### config.mk
export PLATFORM = sky130hd
export DESIGN_NAME = mkcs_cell
export DESIGN_NICKNAME = d
export VERILOG_FILES = /design/src/rtl/core/mkcs_pkg.sv /design/src/rtl/core/mkcs_cell.sv
export SDC_FILE = /design/constraint.sdc
export NUM_CORES = 1
export LEC_CHECK = 0
export BUFFER_PORTS_ARGS = -buffer_cell sky130_fd_sc_hd__clkbuf_2
export CAP_MARGIN = 20
export CORE_AREA = 2 2 123 125
export CTS_BUF_LIST = sky130_fd_sc_hd__clkbuf_16
export CTS_CLUSTER_DIAMETER = 150
export DETAILED_ROUTE_END_ITERATION = 6
export DIE_AREA = 0 0 125 127
export GPL_TIMING_DRIVEN = 0
export MAX_ROUTING_LAYER = met4
export PLACE_DENSITY = 0.82
export SYNTH_ARGS = -nofsm -noshare
export SYNTH_HDL_FRONTEND = slang
export SYNTH_SLANG_ARGS = --single-unit
### constraint.sdc
create_clock -name clk -period 5.6 [get_ports clk]
set_input_delay 1.12 -clock clk [delete_from_list [all_inputs] [get_ports clk]]
set_output_delay 1.12 -clock clk [all_outputs]
set_load 0.05 [all_outputs]
### src/rtl/core/mkcs_pkg.sv
// ----------------------------------------------------------------------------
// mkcs_pkg
// Types, widths and key comparison functions shared by the choice sorter.
// ----------------------------------------------------------------------------
package mkcs_pkg;

    localparam int ID_W            = 6;
    localparam int EMS_W           = 16;
    localparam int MAXH_W          = 16;
    localparam int CNT_W           = 8;
    localparam int FRAME_W         = 20;
    localparam int MAX_CHOICES_DEF = 64;

    typedef struct packed {
        logic [ID_W-1:0]    id;
        logic [EMS_W-1:0]   ems_hole;
        logic [MAXH_W-1:0]  max_hole;
        logic [CNT_W-1:0]   hole_count;
        logic [FRAME_W-1:0] frame;
    } payload_t;

    typedef struct packed {
        logic     valid;
        payload_t pay;
    } entry_t;

    localparam entry_t ENTRY_EMPTY = '0;

    typedef enum logic [1:0] {
        OP_HOLD,
        OP_INSERT,
        OP_SORT,
        OP_SHIFT
    } op_t;

    typedef struct packed {
        op_t  op;
        logic parity;
        logic frame_present;
    } ctrl_t;

    // True when a goes strictly before b on the three primary keys.
    function automatic logic before3(input payload_t a, input payload_t b);
        logic res;
        if (a.ems_hole != b.ems_hole)
        begin
            res = (a.ems_hole > b.ems_hole);
        end
        else if (a.max_hole != b.max_hole)
        begin
            res = (a.max_hole > b.max_hole);
        end
        else if (a.hole_count != b.hole_count)
        begin
            res = (a.hole_count < b.hole_count);
        end
        else
        begin
            res = 1'b0;
        end
        return res;
    endfunction

    // Full ordering, with the frame address as the final tie break when fp is set.
    function automatic logic before_full(input payload_t a, input payload_t b,
                                         input logic fp);
        logic ties;
        ties = (a.ems_hole == b.ems_hole) && (a.max_hole == b.max_hole)
               && (a.hole_count == b.hole_count);
        return before3(a, b) || (ties && fp && (a.frame > b.frame));
    endfunction

endpackage

### src/rtl/core/mkcs_cell.sv
// ----------------------------------------------------------------------------
// mkcs_cell
// One slot of the sorting chain: stable insertion, neighbor swap, shift out.
// ----------------------------------------------------------------------------
module mkcs_cell
    import mkcs_pkg::*;
#(
    parameter logic IDX_ODD = 1'b0
)
(
    input  logic   clk,
    input  logic   rst_n,
    input  ctrl_t  ctrl,
    input  entry_t new_item,
    input  entry_t prev_data,
    input  logic   prev_worse,
    input  logic   prev_swap,
    input  entry_t next_data,
    output entry_t data,
    output logic   worse,
    output logic   swap
);

    logic     valid_reg;
    logic     valid_next;
    payload_t pay_reg;
    payload_t pay_next;
    entry_t   ent_next;

    assign data = '{valid: valid_reg, pay: pay_reg};

    // An empty slot counts as worse than any new word, so the worse flags
    // along the chain form a run of zeros followed by a run of ones.
    assign worse = !valid_reg || before3(new_item.pay, pay_reg);

    // This cell is the left half of a compare pair when its index parity
    // matches the current round.
    assign swap = (ctrl.op == OP_SORT) && (IDX_ODD == ctrl.parity) && valid_reg
                  && next_data.valid
                  && before_full(next_data.pay, pay_reg, ctrl.frame_present);

    always_comb
    begin
        ent_next = data;
        case (ctrl.op)
            OP_INSERT:
            begin
                if (worse)
                begin
                    ent_next = prev_worse ? prev_data : new_item;
                end
            end
            OP_SORT:
            begin
                if (swap)
                begin
                    ent_next = next_data;
                end
                else if (prev_swap)
                begin
                    ent_next = prev_data;
                end
            end
            OP_SHIFT:
            begin
                ent_next = next_data;
            end
            default:
            begin
                ent_next = data;
            end
        endcase
        valid_next = ent_next.valid;
        pay_next   = ent_next.pay;
    end

    always_ff @(posedge clk or negedge rst_n)
    begin
        if (!rst_n)
        begin
            valid_reg <= 1'b0;
        end
        else
        begin
            valid_reg <= valid_next;
        end
    end

    always_ff @(posedge clk)
    begin
        pay_reg <= pay_next;
    end

endmodule

Word-level counts from Yosys, hierarchy flattened
Index checks and enable logic that the tools add are counted.
{"block": "classes", "order_cmp": 7, "n_eq_ne": 14, "n_mux": 11, "n_bitwise": 1, "reduce_logical": 13}
{"cell": "2-to-1 mux 67 bit", "n": 4}
{"cell": "case mux 67 bit (3 select lines)", "n": 1}
{"cell": "greater-than comparator 16 bit", "n": 4}
{"cell": "!= test 16 bit", "n": 4}
{"cell": "equality test 16 bit", "n": 2}
{"cell": "greater-than comparator 20 bit", "n": 1}
{"cell": "< comparator 8 bit", "n": 2}
{"cell": "!= test 8 bit", "n": 2}
{"cell": "equality test 8 bit", "n": 1}
{"cell": "logical AND 1 bit", "n": 8}
{"cell": "2-to-1 mux 1 bit", "n": 6}
{"cell": "equality test 2 bit (second input constant)", "n": 2}
{"cell": "!= test 3 bit (second input constant)", "n": 1}
{"cell": "AND reduction 3 bit", "n": 1}
{"cell": "nonzero test 3 bit", "n": 1}
{"cell": "equality test 2 x 1 -> 1 bit (second input constant)", "n": 1}
{"cell": "logical OR 1 bit", "n": 2}
{"cell": "!= test 2 bit (second input constant)", "n": 1}
{"cell": "logical NOT 1 bit", "n": 1}
{"cell": "NOT 1 bit", "n": 1}
{"block": "word_totals", "reg_bits": 67, "out_inout_bits": 69, "word_cells": 52}

Logic depth before layout (Yosys ltp)
Gate-level depths: netlist of run 1.
{"block": "depth", "word_depth": 9, "depth_mapped": 12}

Worst setup path before layout of run 1
Ideal clock, no wire load.
{"block": "synth_timing", "path_kind": "input -> register", "from": "input next_data[42] (netlist name)", "to": "register pay_reg, in the netlist data[0] (enable)", "setup_ps": 435, "arrival_ps": 5044, "slack_ps": 121, "stages": 10, "path_buffers": 1, "cell_sequence": "ha_1 -> nand4_1 -> or3_1 -> or3_4 -> nor4_4 -> o21ai_2 -> and3_1 -> buf_4 -> inv_1 -> o32a_1"}
{"block": "synth_via", "elab_chain_len": 9}
{"element": "start, declared", "line": "mkcs_cell.sv:18", "text": "input entry_t next_data,"}
{"element": "branches (longest 5 deep; another with greater-than comparator 16 bit)"}
{"element": "logical OR 1 bit *", "line": "mkcs_pkg.sv:70", "text": "return before3(a, b) || (ties && fp && (a.frame > b.frame));"}
{"element": "logical AND 1 bit *", "line": "mkcs_cell.sv:40", "text": "&& before_full(next_data.pay, pay_reg, ctrl.frame_present);"}
{"element": "named net swap", "line": "mkcs_cell.sv:21", "text": "output logic swap"}
{"element": "!= test 3 bit (no source line) *"}
{"element": "AND reduction 3 bit (no source line) *"}
{"element": "end signal, assigned", "line": "mkcs_cell.sv:91", "text": "pay_reg <= pay_next;"}
{"element": "end, declared", "line": "mkcs_cell.sv:26", "text": "payload_t pay_reg;"}
Mark *: on every way through the listed nets, which the timed path passes.
A chain may end at the register's enable or synchronous reset.

Worst setup path after layout of run 1
{"block": "layout_timing", "from": "input next_data[41] (netlist name)", "to": "output swap"}
{"block": "layout_via", "elab_chain_len": 7}
{"element": "branches (longest 5 deep; another with greater-than comparator 16 bit)"}
{"element": "logical OR 1 bit *", "line": "mkcs_pkg.sv:70"}
{"element": "logical AND 1 bit *", "line": "mkcs_cell.sv:40"}
{"element": "end, declared", "line": "mkcs_cell.sv:21"}
Mark *: on every way between the ends.

==> metrics, run 1 <==
Mapped Area 0.00730 mm²; fill cell count 1329; Leak roughly 4.5 nW; row cnt 44; PostCTS Resize Cnt 0; synth warn 0; routed wl met2 12900 µm; Critical path origin next_data[41]; fin crit share 0.873; internal power 1.31 mW; M1 WL 11100 µm; FFs w/ async S/R, synth 0.0149; vias 8404; Yosys reg bits 67; Hold WC Path Type in2async; top sig layer met4; Final ANT Viol Nets 0; Max-Cap Viols 0; Synth area leaders edfxtp_1 (27%), ha_1 (17%), mux2i_1 (5.8%); worst slew pin tran 0.892 ns; Worst-path clk slew 0.06 ns; Pwr Total 2.19 mW; die width 125 µm; Skew-Pair Late Insertion Delay 0.36 ns; DPL Wire Length 22100 µm; RR Endpoint data[10]$_DFFE_PP_; Syn Inst Count between 800 and 900; Critical Path End Type primary output; Port Buf Inserts 276; setup_tns 0 ns; CTS H-tree depth 3; Clock Tree Root clkbuf_16; Max-slew headroom 0.405; Main synth FF type edfxtp_1; r2r startpoint data[43]$_DFFE_PP_; kind of critical path in2out; number of global-route vias before repair 7878; Diodes inserted 0; drt total wl approximately 29000 µm; most frequent cells in the layout clkbuf_2 (276), inv_1 (105), ha_1 (100); top cell type's share of synthesized area 0.271; GRT Overall Usage 0.357; pre-CTS setup slack 0.776 ns; Critical Path Start Type primary input; clock network power share 0.286; drt initial violations 879; sequential fraction of the synthesis area 0.275; Final nets 1447; ratio of cells with drive above 1 in the final layout 0.278; Slew Limit Fails 0; TritonCTS clock tree yes; remaining global-route overflow 0; Worst Slack Setup Final 0.713 ns; Worst R2R Setup Slack 1.56 ns; most common cell after layout, fill and taps aside clkbuf_2; full die area 0.0159 mm²; TritonRoute pass-1 iters 5; via/cell ratio 6.34; Clock Path Buffers 2; number of synthesized flops with an enable pin 66; Distinct cells, synth 49; DRC Markers 0; setup bufs post-CTS 0; Power Dens Cells 237 mW/mm²; syn_area_per_cell around 8.6 µm²; Tmin final 4.89 ns; top cell type by total area after synthesis edfxtp_1; Num CTS Buffers 9; Initial Util 0.506; largest net degree at the start of global routing 37; core box area 0.0144 mm²; global-route wire length before repair 43100 µm; skew final 0.00895 ns; worst vdd ir 0.151 mV; Largest register FFs 66; Worst Path Required 4.48 ns; Seq pwr share 0.307; worst setup path endpoint swap; Fin. Hold Viols 0; setup violators final 0; status complete, no violations; hold buffers post-CTS 0; Die Y 127 µm; final cell utilization of the core 0.641; initial antenna violation count 0; RSZ-0062 raised after global routing no; combinational share of power 0.407; met3 routed WL 3290 µm; global placement routability congestion 0.952; sw frac 0.400; clock sink total 67; Syn Nets 1159; Top-Level Pins about 280; Worst EP arrival 3.77 ns; Synth-to-Final Area Change 26.6%; worst r2r path cells 12; worst-path maximum fanout 6; FMAX roughly 200 MHz; Psw 876 µW; Avg WL per Cell ~22 µm
[final cells by class]
cell class,instances,area (µm²),area share
multi-input combinational,613,4600,0.498
clock buffer,9,225,0.0244
sequential,67,2010,0.217
timing repair buffer,277,1400,0.152
tap,184,230,0.0249
buffer,65,298,0.0322
inverter,105,394,0.0426
clock inverter,6,81.3,0.00880
[per-layer routing]
layer,vias up,track usage
met5,-,-
met4,0,0.161
met3,100,0.0754
met2,625,0.558
met1,3858,0.449
li1,3821,-
[power groups by stage]
stage	registers, mW	clock network [mW]	logic [mW]
2_1_floorplan	0.875	0	0.380
3_3_place_gp	0.685	0	0.851
3_5_place_dp	0.682	0	0.870
4_1_cts	0.671	0.622	0.878
5_1_grt	0.678	0.641	0.964
6_report	0.672	0.626	0.892
[cell families (layout without fill, tap and decap cells)]
kind of cell	after synthesis	in the layout	share of synthesized area
AOI/OAI and AO/OA	278	278	0.260
adders and majority gates	100	100	0.171
buffers and inverters	170	462	0.0948
DFF	67	67	0.275
muxes	44	44	0.0607
and+or+nand+nor	191	191	0.138
[critical path, stage by stage]
cell and delay [ns]:
clkbuf_2 0.14, ha_1 0.32, nand4_1 0.12, or3_1 0.46, or3_4 0.44, o21bai_1 0.23
or2_2 0.14, buf_2 0.15, and3_1 0.16, buf_4 0.17, inv_1 0.06, clkbuf_2 0.25
[Yosys cell counts (all sizes together), types with 2 or more instances]
library cell and count:
buf 23, a21oi 36, nor3b 2, a211o 2, o21a 4, ha 100
nand4 43, inv 105, clkbuf 42, a21o 4, mux2 2, edfxtp 66
a211oi 27, nor2 16, and3 2, nor4 3, o31ai 26, nor2b 27
or3 3, a31oi 66, nor3 8, nand2b 8, o21ai 56, a311o 40
a21boi 2, a221o 3, nand2 63, mux2i 42, or4 2, o211ai 3
and4 2, nand3 10, a2111oi 3
[through the flow]
step	cell area [µm²]	instances	hold WS (ns)
2_1_floorplan	7300	850	0.550
3_3_place_gp	8910	1310	0.650
3_5_place_dp	8930	1311	0.664
4_1_cts	9240	1326	0.537
5_1_grt	9240	1326	0.535
6_report	9240	1326	0.538
[worst min path at each step]
stage	from	to	slack (ns)
final	rst_n	valid_reg$_DFFE_PN0P_	0.54
after global routing	rst_n	valid_reg$_DFFE_PN0P_	0.54
after CTS	rst_n	valid_reg$_DFFE_PN0P_	0.54
after detailed placement	valid_reg$_DFFE_PN0P_	valid_reg$_DFFE_PN0P_	0.66
after global placement	valid_reg$_DFFE_PN0P_	valid_reg$_DFFE_PN0P_	0.65
after floorplan	valid_reg$_DFFE_PN0P_	valid_reg$_DFFE_PN0P_	0.55
No activity file was read; power rests on OpenSTA's default activity.
==> inputs of run 2 (changes only) <==
PLACE_DENSITY = not set   (was 0.82)
PLACE_DENSITY_LB_ADDON = 0.05   (was not set)
SETUP_SLACK_MARGIN = 0.2   (was not set)
==> metrics, run 2 (synthesized netlist as in run 1, its figures left out) <==
status complete, no violations; TritonCTS clock tree yes; worst-path maximum fanout 6; TritonRoute pass-1 iters 5; number of global-route vias before repair 7564; ratio of cells with drive above 1 in the final layout 0.276; most frequent cells in the layout clkbuf_2 (276), inv_1 (109), ha_1 (100); Clock Path Buffers 2; full die area around 0.016 mm²; Critical Path Start Type primary input; Fin Hold WS between 0.5 and 0.6 ns; Tmin final 5.01 ns; RR Endpoint data[34]$_DFFE_PP_; DRC Markers 0; Final ANT Viol Nets 0; die width 125 µm; global placement routability congestion 0.900; Hold WC Path Type in2async; Diodes inserted 0; hold buffers post-CTS 0; Fin. Hold Viols 0; Port Buf Inserts 276; Avg WL per Cell ~20 µm; vias 8047; Synth-to-Final Area Change 26.0%; Max-slew headroom 0.387; remaining global-route overflow 0; worst r2r path cells 13; clock sink total 67; DPL Wire Length 21300 µm; Worst R2R Setup Slack 1.67 ns; Worst-path clk slew 0.05 ns; row cnt between 40 and 50; drt initial violations ~750; most common cell after layout, fill and taps aside clkbuf_2; RSZ-0062 raised after global routing no; CTS H-tree depth 3; drt total wl 26800 µm; r2r startpoint data[41]$_DFFE_PP_; Worst Path Required 4.48 ns; core box area 0.0144 mm²; Leak about 4.5 nW; Power Dens Cells 225 mW/mm²; Critical Path End Type primary output; worst slew pin tran 0.920 ns; Initial Util 0.506; setup bufs post-CTS 0; final cell utilization of the core 0.638; Clock Tree Root clkbuf_16; Num CTS Buffers 9; PostCTS Resize Cnt 0; fin crit share 0.895; via/cell ratio 6.06; global-route wire length before repair around 41000 µm; Die Y 127 µm; Top-Level Pins 278; kind of critical path in2out; Skew-Pair Late Insertion Delay 0.34 ns; Largest register FFs between 60 and 70; Max-Cap Viols 0; skew final 0.00589 ns; initial antenna violation count 0; largest net degree at the start of global routing between 40 and 50; worst vdd ir 0.141 mV; Worst EP arrival 3.89 ns; Final nets 1447; setup violators final 0; setup_tns 0 ns; GRT Overall Usage 0.340; fill cell count 1317; Slew Limit Fails 0; FMAX 199 MHz
run 2: cell types whose count changed in the layout (fill, tap and decap cells not counted):
cell,delta
o32a_2,-1
o32a_4,+1
clkinvlp_4,-1
bufinv_16,-2
inv_1,+4
clkinv_2,+1
clkinv_1,-1
run 2: worst max-delay path by stage:
stage                   from            endpoint  slack [ns]  cells past startpoint
2_1_floorplan  next_data[42]   data[0]$_DFFE_PP_        0.92                     10
5_1_grt        next_data[51]                swap        0.48                     12
3_3_place_gp   next_data[58]  data[42]$_DFFE_PP_        0.33                     12
3_5_place_dp   next_data[42]                swap        0.64                     12
6_report       next_data[51]                swap        0.59                     12
4_1_cts        next_data[42]                swap        0.65                     12
run 2: routing by layer:
metal	track usage	part of all wire	vias to the layer above	routed length (µm)
li1	-	-	3831	-
met1	0.464	0.42	3704	11400
met2	0.543	0.46	476	12400
met3	0.0381	0.097	36	2600
met4	0.0922	0.018	0	474
met5	-	0	-	0
run 2: final cells by class:
cell class              instances  area, µm²  share of cell area
plain buffers                  65        298              0.0324
inverters                     105        394              0.0428
well taps                     184        230              0.0250
flip-flops and latches         67       2010               0.218
clock inverters                 7       30.0             0.00326
clock buffers                   9        225              0.0245
multi-input cells             613       4620               0.502
repair buffers                277       1400               0.152
run 2: stage by stage:
step,std cells,setup slack [ns],power (mW),area [µm²]
global route,1327,0.476,2.17,9200
finish,1327,0.586,2.07,9200
floorplan,850,0.918,1.25,7300
CTS,1327,0.648,2.06,9200
detailed placement,1311,0.640,1.55,8950
global placement,1310,0.328,1.54,8910
run 2: critical path, cell delays in order:
cell and delay [ns]:
clkbuf_2 0.11, ha_1 0.33, nand4_1 0.20, nor4_1 0.47
nand2b_1 0.19, o21bai_1 0.22, or2_2 0.27, buf_2 0.19
and3_1 0.20, buf_4 0.18, inv_1 0.10, clkbuf_2 0.30
run 2: power breakdown:
part           internal (mW)  switching [mW]
sequential             0.634          0.0413
combinational          0.295           0.581
clock                  0.291           0.227
