`config.mk`:
```
export PLATFORM = sky130hd
export DESIGN_NAME = mkcs_ctrl
export DESIGN_NICKNAME = d
export VERILOG_FILES = /design/src/rtl/core/mkcs_pkg.sv /design/src/rtl/core/mkcs_ctrl.sv
export SDC_FILE = /design/constraint.sdc
export NUM_CORES = 1
export LEC_CHECK = 0
export ABC_AREA = 1
export BUFFER_PORTS_ARGS = -buffer_cell sky130_fd_sc_hd__buf_2
export CAP_MARGIN = 10
export CORE_MARGIN = 4
export CORE_UTILIZATION = 23
export DETAILED_ROUTE_END_ITERATION = 10
export HOLD_SLACK_MARGIN = 0.1
export MAX_ROUTING_LAYER = met4
export PLACE_DENSITY = 0.41
export RECOVER_POWER = 100
export SYNTH_ARGS = -nofsm -noshare
export SYNTH_HDL_FRONTEND = slang
export SYNTH_SLANG_ARGS = --single-unit
```
`constraint.sdc`:
```
create_clock -name clk -period 1.3 [get_ports clk]
set_input_delay 0.26 -clock clk [delete_from_list [all_inputs] [get_ports clk]]
set_output_delay 0.26 -clock clk [all_outputs]
set_load 0.02 [all_outputs]
```
`src/rtl/core/mkcs_pkg.sv`:
```
// ----------------------------------------------------------------------------
// mkcs_pkg
// Types, widths and key comparison functions shared by the choice sorter.
// ----------------------------------------------------------------------------
package mkcs_pkg;

    localparam int ID_W            = 6;
    localparam int EMS_W           = 16;
    localparam int MAXH_W          = 16;
    localparam int CNT_W           = 8;
    localparam int FRAME_W         = 20;
    localparam int MAX_CHOICES_DEF = 64;

    typedef struct packed {
        logic [ID_W-1:0]    id;
        logic [EMS_W-1:0]   ems_hole;
        logic [MAXH_W-1:0]  max_hole;
        logic [CNT_W-1:0]   hole_count;
        logic [FRAME_W-1:0] frame;
    } payload_t;

    typedef struct packed {
        logic     valid;
        payload_t pay;
    } entry_t;

    localparam entry_t ENTRY_EMPTY = '0;

    typedef enum logic [1:0] {
        OP_HOLD,
        OP_INSERT,
        OP_SORT,
        OP_SHIFT
    } op_t;

    typedef struct packed {
        op_t  op;
        logic parity;
        logic frame_present;
    } ctrl_t;

    // True when a goes strictly before b on the three primary keys.
    function automatic logic before3(input payload_t a, input payload_t b);
        logic res;
        if (a.ems_hole != b.ems_hole)
        begin
            res = (a.ems_hole > b.ems_hole);
        end
        else if (a.max_hole != b.max_hole)
        begin
            res = (a.max_hole > b.max_hole);
        end
        else if (a.hole_count != b.hole_count)
        begin
            res = (a.hole_count < b.hole_count);
        end
        else
        begin
            res = 1'b0;
        end
        return res;
    endfunction

    // Full ordering, with the frame address as the final tie break when fp is set.
    function automatic logic before_full(input payload_t a, input payload_t b,
                                         input logic fp);
        logic ties;
        ties = (a.ems_hole == b.ems_hole) && (a.max_hole == b.max_hole)
               && (a.hole_count == b.hole_count);
        return before3(a, b) || (ties && fp && (a.frame > b.frame));
    endfunction

endpackage

```
`src/rtl/core/mkcs_ctrl.sv`:
```
// ----------------------------------------------------------------------------
// mkcs_ctrl
// Sequencer for load, frame tie-break sorting rounds and result emission.
// ----------------------------------------------------------------------------
module mkcs_ctrl
    import mkcs_pkg::*;
#(
    parameter int MAX_CHOICES = MAX_CHOICES_DEF
)
(
    input  logic  clk,
    input  logic  rst_n,
    input  logic  in_valid,
    input  logic  last,
    input  logic  chain_full,
    input  logic  head_last,
    input  logic  out_ready,
    input  logic  frame_present,
    output logic  in_ready,
    output logic  out_valid,
    output ctrl_t ctrl
);

    localparam int ROUND_W = $clog2(MAX_CHOICES);

    typedef enum logic [1:0] {
        ST_LOAD,
        ST_SORT,
        ST_EMIT
    } state_t;

    state_t             state_reg;
    state_t             state_next;
    logic [ROUND_W-1:0] round_reg;
    logic [ROUND_W-1:0] round_next;

    assign in_ready  = (state_reg == ST_LOAD);
    assign out_valid = (state_reg == ST_EMIT);

    always_comb
    begin
        state_next         = state_reg;
        round_next         = round_reg;
        ctrl.op            = OP_HOLD;
        ctrl.parity        = round_reg[0];
        ctrl.frame_present = frame_present;
        unique case (state_reg)
            ST_LOAD:
            begin
                round_next = '0;
                if (in_valid)
                begin
                    // A word that finds the chain full is dropped.
                    if (!chain_full)
                    begin
                        ctrl.op = OP_INSERT;
                    end
                    if (last)
                    begin
                        state_next = frame_present ? ST_SORT : ST_EMIT;
                    end
                end
            end
            ST_SORT:
            begin
                ctrl.op    = OP_SORT;
                round_next = round_reg + 1'b1;
                if (round_reg == ROUND_W'(MAX_CHOICES - 1))
                begin
                    state_next = ST_EMIT;
                end
            end
            ST_EMIT:
            begin
                if (out_ready)
                begin
                    ctrl.op = OP_SHIFT;
                    if (head_last)
                    begin
                        state_next = ST_LOAD;
                    end
                end
            end
            default:
            begin
                state_next = ST_LOAD;
            end
        endcase
    end

    always_ff @(posedge clk or negedge rst_n)
    begin
        if (!rst_n)
        begin
            state_reg <= ST_LOAD;
            round_reg <= '0;
        end
        else
        begin
            state_reg <= state_next;
            round_reg <= round_next;
        end
    end

endmodule

```
After elaboration in Yosys (flattened, before gate mapping)
Index checks and enable logic that the tools add are counted.
- flip-flop bits (word level): 8
- bits in latches: 0
- bits in writable memories: 0
- memory bits (read-only): 0
- output and inout port bits: 6
- memories kept: 0
- add/sub/neg operators: 1
- multiply operators: 0
- div/mod/pow operators: 0
- $lt $le $gt $ge: 0
- eq/ne operators: 8
- shift operators: 0
- mux-type cells: 12
- bitwise gates (word level): 0
- reductions and logical operators: 3
- operators by type and width (operator ; number):
    two-way mux 2 bit ; 7
    one-hot mux 2 bit (3 select lines) ; 2
    one-hot mux 6 bit (2 select lines) ; 1
    inequality test 2 bit, second input constant ; 5
    adder 6 x 1 -> 6 bit, second input constant ; 1
    equality test 6 bit, second input constant ; 1
    AND reduction 5 bit ; 1
    equality test 2 x 1 -> 1 bit, second input constant ; 1
    equality test 2 bit, second input constant ; 1
    logical NOT 2 bit ; 1
    two-way mux 1 bit ; 2
    nonzero test 2 bit ; 1

Logic depth before layout (Yosys ltp)
Gate-level depths: netlist of run 1.
- depth after elaboration: 4
- mapped depth: 6
- mapped depth without buffers: 6

Worst setup path before layout of run 1
No wires, ideal clock.
- path kind: reg-to-output
- start: register state_reg[1]
- end: output ctrl[2] in the netlist's numbering
- arrival time: 1.352 ns
- setup slack: -0.312 ns
- cell stages (with the launch flop): 4
- cells stage by stage: dfrtp_1 > nor2_2 > inv_2 > o31ai_1
- RTL lines (what ; RTL line ; text):
    start, declared ; mkcs_ctrl.sv:32 ; state_t state_reg;
    start signal, assigned ; mkcs_ctrl.sv:100 ; state_reg <= state_next;
    end, declared ; mkcs_ctrl.sv:21 ; output ctrl_t ctrl

==> flow_summary.toml, run 1 <==
[sta]
drv_slew = 0
setup_viol = 4
skew_ps = 1.78
fin_hold_ws_ps = 259
peak_clock_frequency_supported_by_timing_ghz = 0.683
worst-slew-pin-transition_ps = 476
period_share_pct = 113
rsz_0062_raised_after_global_routing = "true"
final.setup.worst_slack_ps = -165
hold_viol_final = 0
slew-limit-headroom_pct = 68.3
setup-tns-final_ps = -420
finalCriticalPeriod_ps = 1460

[critical_path]
critPathLaunchType = "flip-flop"
crit_path_slowest_cell = "dfrtp_2"
critical_path.top_delay_family = "flip-flops"
wp_buf_inv = 2
worstRegToRegCells = 8
crit_arrival_ps = 1200
critPathLaunch = "state_reg[0]"
timing.critical_path.cells = "nor2_4 > inv_2 > o31ai_4 > buf_6"
worst-r2r-setup-slack_ps = 160
crit_path_end_kind = "output port"
worst-setup-path-type = "reg2out"
timing.critical_path.depth = 4
path_max_fanout = 3
timing.critical_path.required_ps = 1040
worst_r2r_startpoint = "state_reg[0]"
critical_path.max_stage_delay_ps = 450

[route]
num_vias = 480
final_antenna_net_count = 0
detail_route.drc_violations = 0
first_pass_iters = 3
drt_first_iter_violations = 3
finalWirelength_microns = 1200
viasPerCell = 4.25
wl_per_cell_microns = 10.7

[job]
drv_cap = 0

[clock_network]
clkSlewWorstSetupHoldPaths_ps = 60
cts_tree = "yes"
cts-buffers-inserted = 3
worst_skew_pair.late_latency_ps = 250
h-tree-depth = 1
cts_max_path_buffers = 2
clock_tree.root_cell = "clkbuf_4"
cts_sinks = 8

[floorplanning]
io_pins = 14
dieHeight_microns = 52.8
initial_utilization_pct = 25.4
placeableCoreArea_sq_um = 1820
area_enclosed_by_the_die_boundary_sq_um = 2790
core.rowCount = 15
fp.dieW_microns = 52.8

[placed_design]
placed_cells = 106
detailed_place_hpwl_microns = 932
io_buffers = 13
gpl.final_weighted_congestion = 0.715

[min_path]
min-delay-start = "frame_present"
whs_path_depth = 3
timing.hold.worst.class = "in2reg"

[synth]
syn_area_sq_um = 462
synth_cell_types = 15
postSynthNetCount = 72
post_synth.cell_area_avg_sq_um = 7.33
synthCells = 63
yosys_warnings = 0
synth.ff_latch_count = 8
portion_of_the_post_synthesis_area_used_by_sequential_elements_pct = 43.4

[final_layout]
instances_no_fill = 113
layout_commonest_cell = "nand2_1"
most-common-layout-cells = "15 x nand2_1, 8 x buf_4, 7 x buf_2"
areaGrowthSynthToFinish_pct = 55.3
n_fill_cell = 197
post_route_cells_drive_above_1_share_pct = 39.8
insertedDiodeCount = 0
layout.core_utilization_pct = 39.4
num-nets-final = 99
largest_register_ff_count = 6

[grt]
pin_count_of_the_biggest_net_entering_global_routing = 9
antenna_violations_before_repair = 0
grt_first_pass_wirelength_microns = 2010
global_route.overflow_total = 0
track_usage_pct = 10.7
grt_pass1_vias = 430

[power_and_ir_drop]
p_total_mw = 0.473
power_leakage_nw = 0.368
irDropWorstVdd_uv = 317
power_density_nw_per_um2 = 660

[outcome]
status = "complete, but fails checks"
failed_checks = "negative setup slack"
## worst paths after layout
kind | endpoint
worst min register to register | round_reg[5]
worst max-delay path | ctrl[2]
worst max register to register | state_reg[1]
max in group asynchronous | state_reg[1]
min in group asynchronous | round_reg[2]
worst min-delay path | state_reg[0]
## synthesized netlist by cell type
master / count / area, sq um
o21ai_1: 5 / 25.0
o21ai_0: 1 / 5.00
inv_1: 6 / 22.5
nand3_1: 4 / 20.0
dfrtp_1: 8 / 200
nand4_1: 3 / 18.8
a22o_1: 1 / 8.76
a21oi_1: 2 / 10.0
nor2_1: 6 / 22.5
o31ai_1: 1 / 7.51
buf_4: 2 / 15.0
ha_1: 1 / 12.5
nand2_1: 17 / 63.8
nor2_2: 3 / 18.8
inv_2: 3 / 11.3
## cell type report
class | count | area (sq um) | area share, %
repair buffers | 24 | 180 | 25.1
inverters | 9 | 33.8 | 4.71
well taps | 25 | 31.3 | 4.36
clock buffers | 3 | 22.5 | 3.14
multi-input cells | 44 | 246 | 34.4
flip-flops and latches | 8 | 203 | 28.3
## where the power goes
part | internal (mW) | total (mW) | switching [mW]
registers | 0.249 | 0.249 | 0
logic | 0.0105 | 0.0259 | 0.0154
clock network | 0.106 | 0.199 | 0.0923
## worst register-to-register path, cell delays in order, from the launching register on
cell and delay [ps]:
dfrtp_2 450, nor2_4 130, buf_4 110, buf_6 90, nand2_1 40, nand2_1 70, nor2_1 40, nand2_1 50
nand2_1 50
## logic make-up (layout without fill, tap and decap cells)
kind of cell / count (synthesis) / after routing / share of synthesized area, %
buffers and inverters: 11 / 36 / 10.6
AO/OA/AOI/OAI: 10 / 10 / 12.2
flip-flops: 8 / 8 / 43.4
adder cells (fa/ha/maj): 1 / 1 / 2.71
AND/OR/NAND/NOR: 33 / 33 / 31.2
## layer usage
layer / track usage (%) / up-vias / routed length [microns]
met3: 2.85 / 2 / 62
met1: 13.6 / 214 / 540
met5: - / - / 0
li1: - / 254 / -
met4: 6.38 / 0 / 10
met2: 14.9 / 10 / 591
## per-stage QoR
step	setup WS [ps]	instance area, sq um
2_1_floorplan	11.3	485
3_3_place_gp	-2.35	619
3_5_place_dp	4.53	619
4_1_cts	-179	688
5_1_grt	-230	717
6_report	-165	717
## timing repair
action                                 in CTS  in global routing
pin swaps                                   3                  3
hold buffers                                1                  0
endpoints found under the hold margin       8                  0
setup endpoints to repair                   4                  4
gates resized for setup                    11                  4
setup buffers                               1                  3
cloned                                      0                  0
(Power assumes the default switching activity.)
==> inputs of run 2 (changes only) <==
--- a/config.mk
+++ b/config.mk
@@ -16,4 +16,5 @@
 export PLACE_DENSITY = 0.41
 export RECOVER_POWER = 100
+export REMOVE_ABC_BUFFERS = 1
 export SYNTH_ARGS = -nofsm -noshare
 export SYNTH_HDL_FRONTEND = slang
==> constraint.sdc (replaced) <==
create_clock -name clk -period 1.3 [get_ports clk]
set_input_delay 0 -clock clk [delete_from_list [all_inputs] [get_ports clk]]
set_output_delay 0 -clock clk [all_outputs]
set_load 0.02 [all_outputs]
==> run 2 against run 1 <==
The run still ends with negative setup slack left. Fmax grew 12%. Global-route usage shrank 0.71 points. Combinational power grew 37%. Via count grew 0.42%. Setup slack gained 160 ps. Power grew 0.20%. Final cell count shrank 2.7%. Critical endpoint unchanged. Clock-buffer cell count is the same. First-iteration DRC count grew to 3.7 times the previous value.
==> flow_summary.toml, run 2 (same netlist as run 1, synthesis figures left out) <==
[placed_design]
post_dp_cell_area_sq_um = 543
placed_cells = 99
gpl.final_weighted_congestion = 0.761
detailed_place_hpwl_microns = 843
dpl_worst_slack_ps = 113
io_buffers = 13

[grt]
gr-usage-met1_pct = 11.8
antenna_violations_before_repair = 0
pin_count_of_the_biggest_net_entering_global_routing = 9
global_route.overflow_total = 0
met2_use_gr_pct = 14.3
track_usage_pct = 9.98
global_route.peak_usage_layer = "met2"
grt_first_pass_wirelength_microns = 1880
grt_pass1_vias = 421
grt_use_met3_pct = 4.27

[sta]
setup_viol = 1
setup-tns-final_ps = -8.01
drv_slew = 0
peak_clock_frequency_supported_by_timing_ghz = 0.765
finalCriticalPeriod_ps = 1310
rsz_0062_raised_after_global_routing = "true"
worst-slew-pin-transition_ps = 466
period_share_pct = 101
hold_viol_final = 0
slew-limit-headroom_pct = 69.0
final.setup.worst_slack_ps = -8.01
skew_ps = 4.76

[power_and_ir_drop]
power_leakage_nw = 0.337
clkPwrFrac_pct = 40.0
cell_internal_pwr_mw = 0.375
power_density_nw_per_um2 = 721
netSwitchingFraction_pct = 20.9
share_seq_of_total_power_pct = 52.5
combinationalPowerShare_pct = 7.5
irDropWorstVdd_uv = 369
power.switching_mw = 0.0992

[critical_path]
worst-setup-path-type = "reg2out"
crit_arrival_ps = 1310
critPathLaunch = "state_reg[1]"
timing.critical_path.cells = "nor2_4 > inv_2 > o31ai_2 > buf_4"
path_max_fanout = 6
critical_path.max_stage_delay_ps = 460
worst_setup_path_endpoint = "ctrl[2]"
worst-r2r-setup-slack_ps = 90
crit_path_end_kind = "output port"
worstRegToRegCells = 4
timing.critical_path.required_ps = 1300
crit_path_slowest_cell = "dfrtp_2"
worst_r2r_startpoint = "round_reg[0]"
critPathLaunchType = "flip-flop"
worstReg2RegEnd = "state_reg[0]"

[floorplanning]
dieHeight_microns = 52.8
placeableCoreArea_sq_um = 1820
initial_utilization_pct = 25.4
io_pins = 14
core.rowCount = 15
fp.dieW_microns = 52.8
area_enclosed_by_the_die_boundary_sq_um = 2790

[final_layout]
most-common-layout-cells = "17 x nand2_1, 10 x buf_2"
instances_no_fill = 110
insertedDiodeCount = 0
final_area_sq_um = 658
areaGrowthSynthToFinish_pct = 42.5
post_route_cells_drive_above_1_share_pct = 29.4
num-nets-final = 96
largest_register_ff_count = 6
layout_commonest_cell = "nand2_1"
layout.core_utilization_pct = 36.2

[route]
finalWirelength_microns = 1240
drt_first_iter_violations = 11
first_pass_iters = 4
viasPerCell = 4.38
final_antenna_net_count = 0
wl_per_cell_microns = 11.2
detail_route.drc_violations = 0
num_vias = 482

[outcome]
failed_checks = "negative setup slack"
status = "complete, but fails checks"

[clock_network]
clkSlewWorstSetupHoldPaths_ps = 60
worst_skew_pair.late_latency_ps = 250
cts-buffers-inserted = 3
cts_tree = "yes"
h-tree-depth = 1
cts_sinks = 8
cts_max_path_buffers = 2
clock_tree.root_cell = "clkbuf_4"

[job]
drv_cap = 0

[min_path]
timing.hold.worst.class = "in2async"
-- run 2: changes by cell type in the layout (fill, tap and decap cells not counted), sizes merged --
cell / change
buf: -8
dlygate4sd3: +5
-- run 2: power groups by stage --
| stage | logic, mW | registers, mW | clock network [mW] |
|---|---|---|---|
| floorplan | 0.00189 | 0.254 | 0 |
| global placement | 0.0226 | 0.254 | 0 |
| detailed placement | 0.0223 | 0.254 | 0 |
| CTS | 0.0359 | 0.249 | 0.203 |
| global route | 0.0395 | 0.249 | 0.216 |
| finish | 0.0355 | 0.249 | 0.190 |
-- run 2: layout make-up --
class                      count  area (sq um)
timing repair buffer          21           140
clock buffer                   3          22.5
tap                           25          31.3
inverter                       9          33.8
sequential                     8           203
multi-input combinational     44           228
fill                         197          1160
-- run 2: stage by stage --
stage	hold slack, ps	total power [mW]
floorplan	-296	0.256
global placement	-138	0.276
detailed placement	-142	0.276
CTS	109	0.488
global route	255	0.505
finish	204	0.474
-- run 2: how the worst min path moves through the flow --
| stage | startpoint | endpoint | slack, ps | cells after the start |
|---|---|---|---|---|
| floorplan | rst_n | round_reg[0] | -300 | 0 |
| global placement | rst_n | round_reg[2] | -140 | 1 |
| detailed placement | rst_n | round_reg[0] | -140 | 1 |
| CTS | rst_n | round_reg[2] | 110 | 2 |
| global route | rst_n | round_reg[2] | 250 | 2 |
| finish | rst_n | round_reg[2] | 200 | 2 |
-- run 2: repair_timing --
action,4_1_cts,5_1_grt
buffers inserted,0,2
hold endpoints to repair,10,0
gates resized for setup,2,5
hold buffers,6,0
setup endpoints to repair,2,3
pin swaps,0,1
-- run 2: routing by layer --
metal | part of all wire [%] | vias up
met5 | 0 | -
met4 | 1.1 | 0
met3 | 3.4 | 2
met2 | 51 | 7
met1 | 44 | 224
li1 | - | 249
-- run 2: worst max-delay path, delay by kind of cell, from the launching register on --
family | cells | cell delay [ps]
flops | 1 | 460
buf+inv | 2 | 250
simple gates | 1 | 150
compound gates | 1 | 200
